## config.mk

```make
export PLATFORM = sky130hd
export DESIGN_NAME = vibration_alert_controller_unit
export DESIGN_NICKNAME = d
export VERILOG_FILES = /design/src/hdl/vac_pkg.sv /design/src/hdl/vibration_alert_controller_unit.sv
export SDC_FILE = /design/constraint.sdc
export NUM_CORES = 1
export LEC_CHECK = 0
export BUFFER_PORTS_ARGS = -buffer_cell sky130_fd_sc_hd__buf_2
export CORE_ASPECT_RATIO = 1.4
export CORE_UTILIZATION = 40
export DETAILED_ROUTE_END_ITERATION = 10
export PLACE_DENSITY = 0.53
export SLEW_MARGIN = 30
export SYNTH_ARGS = -nofsm -noshare
export SYNTH_HDL_FRONTEND = slang
export SYNTH_SLANG_ARGS = --single-unit
```

## constraint.sdc

```tcl
create_clock -name i_clk -period 3.7 [get_ports i_clk]
set_input_delay 0.37 -clock i_clk [delete_from_list [all_inputs] [get_ports i_clk]]
set_output_delay 0.37 -clock i_clk [all_outputs]
set_load 0.02 [all_outputs]
```

## src/hdl/vac_pkg.sv

```systemverilog
// Package for the vibration alert controller: types, codes and reset constants.
`timescale 1ns / 1ps
package vac_pkg;

    localparam int unsigned DUR_W  = 24;
    localparam int unsigned TMR_W  = 16;
    localparam int unsigned CNT_W  = 4;
    localparam int unsigned CFG_IDX_W  = 3;
    localparam int unsigned CFG_DATA_W = 16;
    localparam int unsigned TEST_TIMER_BITS_DEF = 24;

    localparam logic [TMR_W-1:0] WINDOW_RST    = 16'd800;
    localparam logic [CNT_W-1:0] THRESHOLD_RST = 4'd3;
    localparam logic [TMR_W-1:0] ATTEND_RST    = 16'd30000;
    localparam logic [TMR_W-1:0] LAMP_RST      = 16'd30000;
    localparam logic [CNT_W-1:0] EDGE_MAX      = 4'd15;

    localparam logic [2:0] RELAY_VIB1 = 3'b001;
    localparam logic [2:0] RELAY_VIB2 = 3'b010;
    localparam logic [2:0] RELAY_LAMP = 3'b100;
    localparam logic [2:0] RELAY_ALL  = 3'b111;
    localparam logic [2:0] RELAY_OFF  = 3'b000;

    typedef enum logic [2:0] {
        FN_TICK   = 3'd0,
        FN_SENSOR = 3'd1,
        FN_BUTTON = 3'd2,
        FN_ARM    = 3'd3,
        FN_TEST   = 3'd4,
        FN_FORCE  = 3'd5
    } t_func;

    typedef enum logic [CFG_IDX_W-1:0] {
        CFG_WINDOW    = 3'd0,
        CFG_THRESHOLD = 3'd1,
        CFG_ATTEND    = 3'd2,
        CFG_LAMP      = 3'd3,
        CFG_POLARITY  = 3'd4
    } t_cfg_idx;

    typedef enum logic [3:0] {
        MODE_IDLE    = 4'b0001,
        MODE_ARMED   = 4'b0010,
        MODE_ALARM   = 4'b0100,
        MODE_CALLING = 4'b1000
    } t_mode;

    localparam logic [1:0] MODE_CODE_IDLE    = 2'd0;
    localparam logic [1:0] MODE_CODE_ARMED   = 2'd1;
    localparam logic [1:0] MODE_CODE_ALARM   = 2'd2;
    localparam logic [1:0] MODE_CODE_CALLING = 2'd3;

    typedef struct packed {
        logic [2:0]       func;
        logic             arm_present;
        logic             button_pressed;
        logic             force_vib1;
        logic             force_vib2;
        logic             force_lamp;
        logic [DUR_W-1:0] duration_ms;
    } t_in_word;

    typedef struct packed {
        logic [2:0]       relay_levels;
        logic [1:0]       mode;
        logic             call_request;
        logic             hangup;
        logic             test_running;
        logic [CNT_W-1:0] edge_count;
    } t_out_word;

    function automatic logic [1:0] mode_code(input t_mode m);
        logic [1:0] c;
        case (m)
            MODE_IDLE:    c = MODE_CODE_IDLE;
            MODE_ARMED:   c = MODE_CODE_ARMED;
            MODE_ALARM:   c = MODE_CODE_ALARM;
            MODE_CALLING: c = MODE_CODE_CALLING;
            default:      c = MODE_CODE_IDLE;
        endcase
        return c;
    endfunction

    function automatic logic [TMR_W-1:0] at_least_one(input logic [TMR_W-1:0] v);
        return (v == '0) ? TMR_W'(1) : v;
    endfunction

endpackage

```

## src/hdl/vibration_alert_controller_unit.sv

```systemverilog
// Vibration alert controller top level: event register, state update and result register.
//
//  channel | direction | handshake                  | word
//  --------+-----------+----------------------------+------------------------
//  in      | to block  | i_in_valid / o_in_stall    | i_in_word  (t_in_word)
//  out     | from block| o_out_valid / i_out_stall  | o_out_word (t_out_word)
//  cfg     | to block  | i_cfg_valid / o_cfg_ready  | i_cfg_index, i_cfg_data
//
// One event per cycle sustained unless the output stalls; the result word is registered.
// Throughput is set by the combinational state update between event and result registers.
// Synchronous active-low reset: idle mode, timers stopped, relays off, registers at defaults.
// A stalled result holds the event register; the input stalls only when both are full.
`timescale 1ns / 1ps
module vibration_alert_controller_unit #(
    parameter int unsigned TEST_TIMER_BITS = vac_pkg::TEST_TIMER_BITS_DEF
) (
    input  logic                                i_clk,
    input  logic                                i_rst_n,
    input  logic                                i_in_valid,
    output logic                                o_in_stall,
    input  vac_pkg::t_in_word                   i_in_word,
    output logic                                o_out_valid,
    input  logic                                i_out_stall,
    output vac_pkg::t_out_word                  o_out_word,
    input  logic                                i_cfg_valid,
    output logic                                o_cfg_ready,
    input  logic [vac_pkg::CFG_IDX_W-1:0]       i_cfg_index,
    input  logic [vac_pkg::CFG_DATA_W-1:0]      i_cfg_data
);
    import vac_pkg::*;

    localparam int unsigned WIDE_W = 33;
    localparam logic [TEST_TIMER_BITS-1:0] TEST_ONE = TEST_TIMER_BITS'(1);

    // configuration
    logic [TMR_W-1:0] r_window_len;
    logic [CNT_W-1:0] r_threshold;
    logic [TMR_W-1:0] r_attend_len;
    logic [TMR_W-1:0] r_lamp_len;
    logic             r_active_high;

    // event and result registers
    logic      r_in_vld;
    t_in_word  r_in;
    logic      r_out_vld;
    t_out_word r_out, n_out;

    // block state
    t_mode                     r_mode, n_mode;
    logic [CNT_W-1:0]          r_edges, n_edges;
    logic [TMR_W-1:0]          r_window_left, n_window_left;
    logic [TMR_W-1:0]          r_attend_left, n_attend_left;
    logic [TMR_W-1:0]          r_lamp_left, n_lamp_left;
    logic [TEST_TIMER_BITS-1:0] r_test_left, n_test_left;
    logic                      r_test_flag, n_test_flag;
    logic [2:0]                r_relay, n_relay;
    logic                      r_prev_arm, n_prev_arm;

    logic adv, proc, in_acc;
    logic [WIDE_W-1:0] dur_wide;
    logic [WIDE_W-1:0] test_max_wide;
    logic [TEST_TIMER_BITS-1:0] test_load;
    logic [CNT_W-1:0] edge_inc;
    logic call_req, hang;

    assign adv         = !r_out_vld || !i_out_stall;
    assign proc        = r_in_vld && adv;
    assign o_in_stall  = r_in_vld && !adv;
    assign in_acc      = i_in_valid && !o_in_stall;
    assign o_cfg_ready = 1'b1;
    assign o_out_valid = r_out_vld;
    assign o_out_word  = r_out;

    // duration saturates to the test timer width; zero loads as one
    assign dur_wide      = WIDE_W'(r_in.duration_ms);
    assign test_max_wide = WIDE_W'({TEST_TIMER_BITS{1'b1}});
    always_comb begin
        if (dur_wide > test_max_wide) begin
            test_load = {TEST_TIMER_BITS{1'b1}};
        end else if (dur_wide == '0) begin
            test_load = TEST_ONE;
        end else begin
            test_load = dur_wide[TEST_TIMER_BITS-1:0];
        end
    end

    assign edge_inc = (r_edges < EDGE_MAX) ? r_edges + CNT_W'(1) : EDGE_MAX;

    always_comb begin
        n_mode        = r_mode;
        n_edges       = r_edges;
        n_window_left = r_window_left;
        n_attend_left = r_attend_left;
        n_lamp_left   = r_lamp_left;
        n_test_left   = r_test_left;
        n_test_flag   = r_test_flag;
        n_relay       = r_relay;
        n_prev_arm    = r_prev_arm;
        call_req      = 1'b0;
        hang          = 1'b0;
        case (r_in.func)
            FN_TICK: begin
                if (r_window_left != '0) begin
                    n_window_left = r_window_left - TMR_W'(1);
                    if (n_window_left == '0) begin
                        n_edges = '0;
                    end
                end
                if (r_attend_left != '0) begin
                    n_attend_left = r_attend_left - TMR_W'(1);
                    if (n_attend_left == '0 && r_mode == MODE_ALARM) begin
                        n_mode   = MODE_CALLING;
                        call_req = 1'b1;
                        n_relay  = RELAY_LAMP;
                    end
                end
                if (r_lamp_left != '0) begin
                    n_lamp_left = r_lamp_left - TMR_W'(1);
                    if (n_lamp_left == '0) begin
                        n_relay = n_relay & ~RELAY_LAMP;
                    end
                end
                if (r_test_left != '0) begin
                    n_test_left = r_test_left - TEST_ONE;
                    if (n_test_left == '0) begin
                        n_test_flag = 1'b0;
                        n_relay     = RELAY_OFF;
                    end
                end
            end
            FN_SENSOR: begin
                if (!r_test_flag && r_mode == MODE_ARMED && r_in.arm_present) begin
                    if (edge_inc >= r_threshold) begin
                        n_edges       = '0;
                        n_window_left = '0;
                        n_mode        = MODE_ALARM;
                        n_relay       = RELAY_ALL;
                        n_attend_left = at_least_one(r_attend_len);
                    end else begin
                        n_edges       = edge_inc;
                        n_window_left = at_least_one(r_window_len);
                    end
                end
            end
            FN_BUTTON: begin
                if (r_test_flag) begin
                    n_relay     = RELAY_OFF;
                    n_test_left = '0;
                    n_test_flag = 1'b0;
                end
                if (r_in.button_pressed) begin
                    n_relay     = n_relay | RELAY_LAMP;
                    n_lamp_left = at_least_one(r_lamp_len);
                    if (r_mode == MODE_ALARM || r_mode == MODE_CALLING) begin
                        n_relay       = RELAY_LAMP;
                        n_attend_left = '0;
                        hang          = 1'b1;
                        n_mode        = r_in.arm_present ? MODE_ARMED : MODE_IDLE;
                    end
                end
            end
            FN_ARM: begin
                if (!r_test_flag && r_in.arm_present != r_prev_arm) begin
                    n_mode        = r_in.arm_present ? MODE_ARMED : MODE_IDLE;
                    n_attend_left = '0;
                    n_relay       = RELAY_OFF;
                    n_prev_arm    = r_in.arm_present;
                end
            end
            FN_TEST: begin
                n_test_flag = 1'b1;
                n_relay     = RELAY_ALL;
                n_test_left = test_load;
            end
            FN_FORCE: begin
                n_test_flag = 1'b1;
                n_relay     = (r_in.force_vib1 ? RELAY_VIB1 : RELAY_OFF)
                            | (r_in.force_vib2 ? RELAY_VIB2 : RELAY_OFF)
                            | (r_in.force_lamp ? RELAY_LAMP : RELAY_OFF);
                n_test_left = test_load;
            end
            default: begin
            end
        endcase

        n_out.relay_levels = r_active_high ? n_relay : ~n_relay;
        n_out.mode         = mode_code(n_mode);
        n_out.call_request = call_req;
        n_out.hangup       = hang;
        n_out.test_running = n_test_flag;
        n_out.edge_count   = n_edges;
    end

    always_ff @(posedge i_clk) begin
        if (!i_rst_n) begin
            r_window_len  <= WINDOW_RST;
            r_threshold   <= THRESHOLD_RST;
            r_attend_len  <= ATTEND_RST;
            r_lamp_len    <= LAMP_RST;
            r_active_high <= 1'b0;
        end else if (i_cfg_valid && o_cfg_ready) begin
            case (i_cfg_index)
                CFG_WINDOW:    r_window_len  <= i_cfg_data;
                CFG_THRESHOLD: r_threshold   <= i_cfg_data[CNT_W-1:0];
                CFG_ATTEND:    r_attend_len  <= i_cfg_data;
                CFG_LAMP:      r_lamp_len    <= i_cfg_data;
                CFG_POLARITY:  r_active_high <= i_cfg_data[0];
                default: begin
                end
            endcase
        end
    end

    always_ff @(posedge i_clk) begin
        if (!i_rst_n) begin
            r_in_vld      <= 1'b0;
            r_out_vld     <= 1'b0;
            r_mode        <= MODE_IDLE;
            r_edges       <= '0;
            r_window_left <= '0;
            r_attend_left <= '0;
            r_lamp_left   <= '0;
            r_test_left   <= '0;
            r_test_flag   <= 1'b0;
            r_relay       <= RELAY_OFF;
            r_prev_arm    <= 1'b0;
        end else begin
            if (in_acc) begin
                r_in_vld <= 1'b1;
            end else if (proc) begin
                r_in_vld <= 1'b0;
            end
            if (proc) begin
                r_out_vld     <= 1'b1;
                r_mode        <= n_mode;
                r_edges       <= n_edges;
                r_window_left <= n_window_left;
                r_attend_left <= n_attend_left;
                r_lamp_left   <= n_lamp_left;
                r_test_left   <= n_test_left;
                r_test_flag   <= n_test_flag;
                r_relay       <= n_relay;
                r_prev_arm    <= n_prev_arm;
            end else if (!i_out_stall) begin
                r_out_vld <= 1'b0;
            end
        end
    end

    always_ff @(posedge i_clk) begin
        if (in_acc) begin
            r_in <= i_in_word;
        end
        if (proc) begin
            r_out <= n_out;
        end
    end

    a_call_mode: assert property (@(posedge i_clk) disable iff (!i_rst_n)
        (r_out_vld && r_out.call_request) |-> (r_out.mode == MODE_CODE_CALLING))
        else $error("call request without calling mode");

    a_hang_mode: assert property (@(posedge i_clk) disable iff (!i_rst_n)
        (r_out_vld && r_out.hangup) |->
        (r_out.mode == MODE_CODE_IDLE || r_out.mode == MODE_CODE_ARMED))
        else $error("hangup left alarm active");

    a_pulse_excl: assert property (@(posedge i_clk) disable iff (!i_rst_n)
        r_out_vld |-> !(r_out.call_request && r_out.hangup))
        else $error("call request and hangup together");

    a_stall_src: assert property (@(posedge i_clk) disable iff (!i_rst_n)
        !r_in_vld |-> !o_in_stall)
        else $error("input stalled with empty event register");

    a_test_timer: assert property (@(posedge i_clk) disable iff (!i_rst_n)
        (r_test_left != '0) |-> r_test_flag)
        else $error("test timer running without test flag");

endmodule

```

==> Yosys cells after proc, flatten, opt, wreduce, memory -nomap -nowiden <==
Index checks and enable logic that the tools add are counted.
{ "totals": {"register_bits": 184, "input_bits": 56} }
{ "op_classes": {"magnitude_cmp": 3, "n_reduce_logical": 46, "eq_ne": 27, "n_bitwise": 3, "n_addsub": 5, "mux": 64} }
{ "ops": {"columns": ["cell", "n"], "rows": [
  ["$mux W16", 14],
  ["$logic_not A16 Y1", 6],
  ["$mux W24", 4],
  ["$pmux W24 S3", 1],
  ["$pmux W16 S2", 2],
  ["$pmux W16 S4", 1],
  ["$mux W4", 12],
  ["$reduce_bool A16 Y1", 3],
  ["$sub A16 B1 Y16 const B", 3],
  ["$mux W3", 13],
  ["$logic_not A33 Y1", 1],
  ["$gt A24 B24 Y1 const B", 1],
  ["$logic_not A24 Y1", 1],
  ["$reduce_bool A24 Y1", 1],
  ["$sub A24 B1 Y24 const B", 1],
  ["$ne A2 B2 Y1 const B", 10],
  ["$pmux W3 S6", 1],
  ["$pmux W4 S4", 1],
  ["$reduce_and A2 Y1", 7],
  ["$eq A3 B2 Y1 const B", 4],
  ["$reduce_and A4 Y1", 3],
  ["$eq A3 B3 Y1 const B", 3],
  ["$mux W1", 9],
  ["$eq A4 B2 Y1 const B", 2],
  ["25 further kinds", 44]
]} }

==> Longest topological paths before layout <==
{ "depth": {"word_depth": 12, "mapped_depth": 14, "ltp_nobuf": 13} }

==> Worst setup path after synthesis <==
OpenSTA, ideal clock, no wires.
{ "synth_timing": {"kind": "register to register", "from": "register r_edges[0]", "to": "register r_out, in the netlist o_out_word[11], data pin", "path_stages_with_launch": 15, "path_slack_ps": 685, "t_arrival_ps": 2754, "setup_time_ps": 261, "synth_period_minus_slack_ps": 3015, "path_cell_list": "dfxtp_1 ha_1 nand3_1 nand2_1 inv_1 ha_1 nand2b_1 a2111oi_0 or4_1 clkbuf_1 nand2b_1 a21o_1 a31oi_2 o21bai_2 xor2_1"} }
{ "synth_rtl": {"columns": ["item", "line", "text"], "rows": [
  ["start: declaration", "vibration_alert_controller_unit.sv:50", "logic [CNT_W-1:0] r_edges, n_edges;"],
  ["start signal: assignment", "vibration_alert_controller_unit.sv:236", "r_edges <= n_edges;"],
  ["end signal: assignment", "vibration_alert_controller_unit.sv:255", "r_out <= n_out;"],
  ["end: declaration", "vibration_alert_controller_unit.sv:46", "t_out_word r_out, n_out;"]
]} }

==> metrics.md <==
| Metric | Value |
|---|---|
| CP Data Arrival Time | `3530 ps` |
| Fraction of synthesized cell area taken by the top area cell type | `28.1%` |
| Worst min-delay path category | `input pin to flip-flop` |
| Reg clk slew, reported paths | `70 ps` |
| Iteration-0 DRC Markers | `459` |
| Final clock skew | `between 8 and 9 ps` |
| CTS Hold Bufs | `0` |
| Worst Hold End | `dur_wide[20]$_DFFE_PP_` |
| Clock buffer depth | `2` |
| Mapped Area | `9960 um^2` |
| Grt total ovfl | `0` |
| DP HPWL | `21800 um` |
| FF-to-FF path depth | `13` |
| Combinational share of power | `18.4%` |
| Vias/cell | `5.80` |
| Main flop type after synthesis | `dfxtp_1` |
| H-tree depth | `4` |
| Clock Latency Late Sink | `450 ps` |
| Sequence of cells on the critical path | `ha_1 -> nand3_1 -> nand2_1 -> inv_1 -> ha_1 -> nand2b_1 -> a2111oi_0 -> or4_1 -> nand2b_1 -> a21o_1 -> a31oi_2 -> o21bai_2 -> xor2_1` |
| Maxcap violations | `0` |
| Via Count | `9349` |
| Pin count of the biggest net entering global routing | `62` |
| Remaining DRCs | `0` |
| EDFF count, synth | `44` |
| Slew HR | `45.7%` |
| Number of inserted diodes | `0` |
| Die area | `25500 um^2` |
| Die X | `135 um` |
| Pre-Repair DR Iteration Count | `4` |
| Post-DRT Antenna Nets | `0` |
| Slowest library cell on the worst path | `a2111oi_0` |
| Syn_nets | `1316` |
| Max-slew violations | `0` |
| Fin Hold WS | `between 90 and 100 ps` |
| Top cells by area, synth | `dfxtp_1 (28%), edfxtp_1 (13%), nand2_1 (6.7%), nor2_1 (5.5%), a21oi_1 (5.4%)` |
| Worst Max-Slew Pin Slew | `around 790 ps` |
| Drt wl/cell | `about 19 um` |
| Initial Util | `40.5%` |
| Pwr Density | `437 nW/um^2` |
| RD Place Congestion | `0.889` |
| Crit Path Class | `flip-flop to flip-flop` |
| Area leader, netlist | `dfxtp_1` |
| First-pass GRT wire length | `47900 um` |
| Number of global-route vias before repair | `8892` |
| # setup viols final | `0` |
| CTS tree | `built` |
| Die H | `189 um` |
| Core Box Area | `between 20000 and 25000 um^2` |
| # port buffers | `69` |
| Min-Delay Startpoint | `i_in_word[20]` |
| Fmax | `299 MHz` |
| Distinct cells, synth | `78` |
| CP Max Fanout | `6` |
| WP data required | `3890 ps` |
| Maximum vdd ir drop | `0.000356 V` |
| Async SR Flop Fraction | `0%` |
| Minimum clock period | `roughly 3300 ps` |
| Clk sinks | `184` |
| Reg-to-Reg End | `o_out_word[11]$_DFFE_PP_` |
| Largest stage delay on the critical path | `720 ps` |
| Mapped Cells | `around 1200` |
| Post-CTS Repair Setup Buffers | `0` |
| Register share of total power | `45.6%` |
| Fin. Hold Viols | `0` |
| Clock share of power | `a little over a third` |
| Worst R2R Start | `r_edges[0]$_SDFFE_PN0P_` |
| Switching power | `0.00151 W` |
| Final layout net count | `1355` |
| R2r setup slk | `360 ps` |
| CTS resizes | `0` |
| Layout area overhead | `12.4%` |
| Gr usage total | `24.1%` |
| Worst Hold Depth | `1` |
| Leakage power | `4.19 nW` |
| Synthesized flop and latch total | `184` |
| TritonCTS Buffers | `17` |
| Total wire length | `30100 um` |
| Part of the cycle the worst path needs | `90.4%` |
| Yosys warnings | `0` |
| Clock Root Buffer | `clkbuf_16` |
| Total design power | `0.00489 W` |
| Register area share after synthesis | `41.4%` |
| Sw frac | `30.8%` |
| Synth Area per Inst | `8.00 um^2` |
| CP Launch Type | `flip-flop` |
| RSZ-0062 raised after global routing | `no` |
| Cell Int Power | `0.00338 W` |
| Final setup TNS | `0 ps` |
| Antenna violations before repair | `0` |
| Layout cells sized above 1 | `12.4%` |
| Crit end category | `flip-flop` |
| I/O pins | `71` |
| Rows | `between 60 and 70` |
| Run status | `complete, no violations` |
## logic make-up after synthesis
| group | share of synthesized area (%) |
|---|---|
| other cells | 0.0377 |
| simple gates | 27.6 |
| compound gates | 20.9 |
| flops | 41.4 |
| buf+inv | 4.47 |
| xor+xnor | 2.99 |
| fa+ha+maj | 1.88 |
| mux | 0.704 |
## state kept, by name (all words and copies together), names as in the netlist
| register | flops |
|---|---|
| dur_wide | 24 |
| o_out_valid | 1 |
| o_out_word | 12 |
| r_active_high | 1 |
| r_attend_left | 16 |
| r_attend_len | 16 |
| r_edges | 4 |
| r_in | 8 |
| r_in_vld | 1 |
| r_lamp_left | 16 |
| r_lamp_len | 16 |
| r_mode | 4 |
| r_prev_arm | 1 |
| r_relay | 3 |
| r_test_flag | 1 |
| r_test_left | 24 |
| r_threshold | 4 |
| r_window_left | 16 |
| r_window_len | 16 |
## layer usage
layer | vias up | track usage (%) | wire length (um)
li1 | 4590 | - | -
met4 | 0 | 11.5 | 1170
met5 | - | 0 | 0
met1 | 4488 | 27.6 | 12300
met2 | 218 | 43.4 | 15700
met3 | 53 | 3.34 | 978
## Yosys cell counts, types with 21 or more instances
master      n
xor2_1     24
inv_1      22
nor2_1    147
o21ai_0    67
nand3_1    46
a211oi_1   21
a22oi_1    30
dfxtp_1   140
nand2_1   179
nor3_1     45
nor4_1     33
a21oi_1   108
edfxtp_1   44
clkbuf_1   72
## metrics by stage
stage / area [um^2] / util (%) / setup slack, ps / cells
floorplan: 9960 / - / 685 / 1245
global placement: 10600 / 43.2 / 500 / 1580
detailed placement: 10600 / 43.3 / 414 / 1580
CTS: 11200 / 45.5 / 393 / 1612
global route: 11200 / 45.5 / 12.4 / 1612
finish: 11200 / 45.5 / 355 / 1612
## cell type report
class / instances / area [um^2]
flip-flops and latches: 184 / 4120
clock inverters: 13 / 109
multi-input cells: 953 / 5420
fillers: 2456 / 13400
inverters: 24 / 91.3
clock buffers: 19 / 443
well taps: 315 / 394
repair buffers: 104 / 608
## power by group through the flow
stage	Sequential [W]	Clock, W	Combinational, W
after floorplan	0.00224	0	0.000655
after global placement	0.00227	0	0.000886
after detailed placement	0.00227	0	0.000892
after CTS	0.00223	0.00180	0.000897
after global routing	0.00224	0.00187	0.00100
final	0.00223	0.00176	0.000898
## worst max-delay path by stage
stage	startpoint	endpoint	slack, ps	depth (start not counted)
floorplan	r_edges[0]$_SDFFE_PN0P_	o_out_word[11]$_DFFE_PP_	690	14
global placement	r_edges[0]$_SDFFE_PN0P_	o_out_word[11]$_DFFE_PP_	500	13
detailed placement	r_edges[0]$_SDFFE_PN0P_	o_out_word[11]$_DFFE_PP_	410	13
CTS	r_edges[0]$_SDFFE_PN0P_	o_out_word[11]$_DFFE_PP_	390	13
global route	r_edges[0]$_SDFFE_PN0P_	r_attend_left[10]$_SDFFE_PN0P_	10	12
finish	r_edges[0]$_SDFFE_PN0P_	o_out_word[11]$_DFFE_PP_	360	13
## critical path, delay by kind of cell, from the launching register on
kind                     cells  cell delay (ps)
adder cells (fa/ha/maj)      2              490
AND/OR/NAND/NOR              5              840
AO/OA/AOI/OAI                4             1200
XOR/XNOR                     1               70
flip-flops                   1              430
buffers and inverters        1               50
## cell usage in the layout, fill, tap and decap left out, types with 9 or more instances in the layout
| master | instances |
|---|---|
| nor4_1 | 33 |
| o21ai_0 | 67 |
| and3_1 | 10 |
| a21oi_1 | 108 |
| nand2b_1 | 13 |
| nand2_1 | 179 |
| o21ai_1 | 12 |
| clkbuf_16 | 17 |
| nand4_1 | 13 |
| buf_4 | 35 |
| nor3_1 | 45 |
| inv_1 | 22 |
| a22oi_1 | 30 |
| edfxtp_1 | 44 |
| xor2_1 | 24 |
| ha_1 | 15 |
| nor2_1 | 145 |
| buf_2 | 69 |
| o211ai_1 | 9 |
| xnor2_1 | 10 |
| a211oi_1 | 21 |
| dfxtp_1 | 140 |
| nand3_1 | 46 |
(Power assumes the default switching activity.)
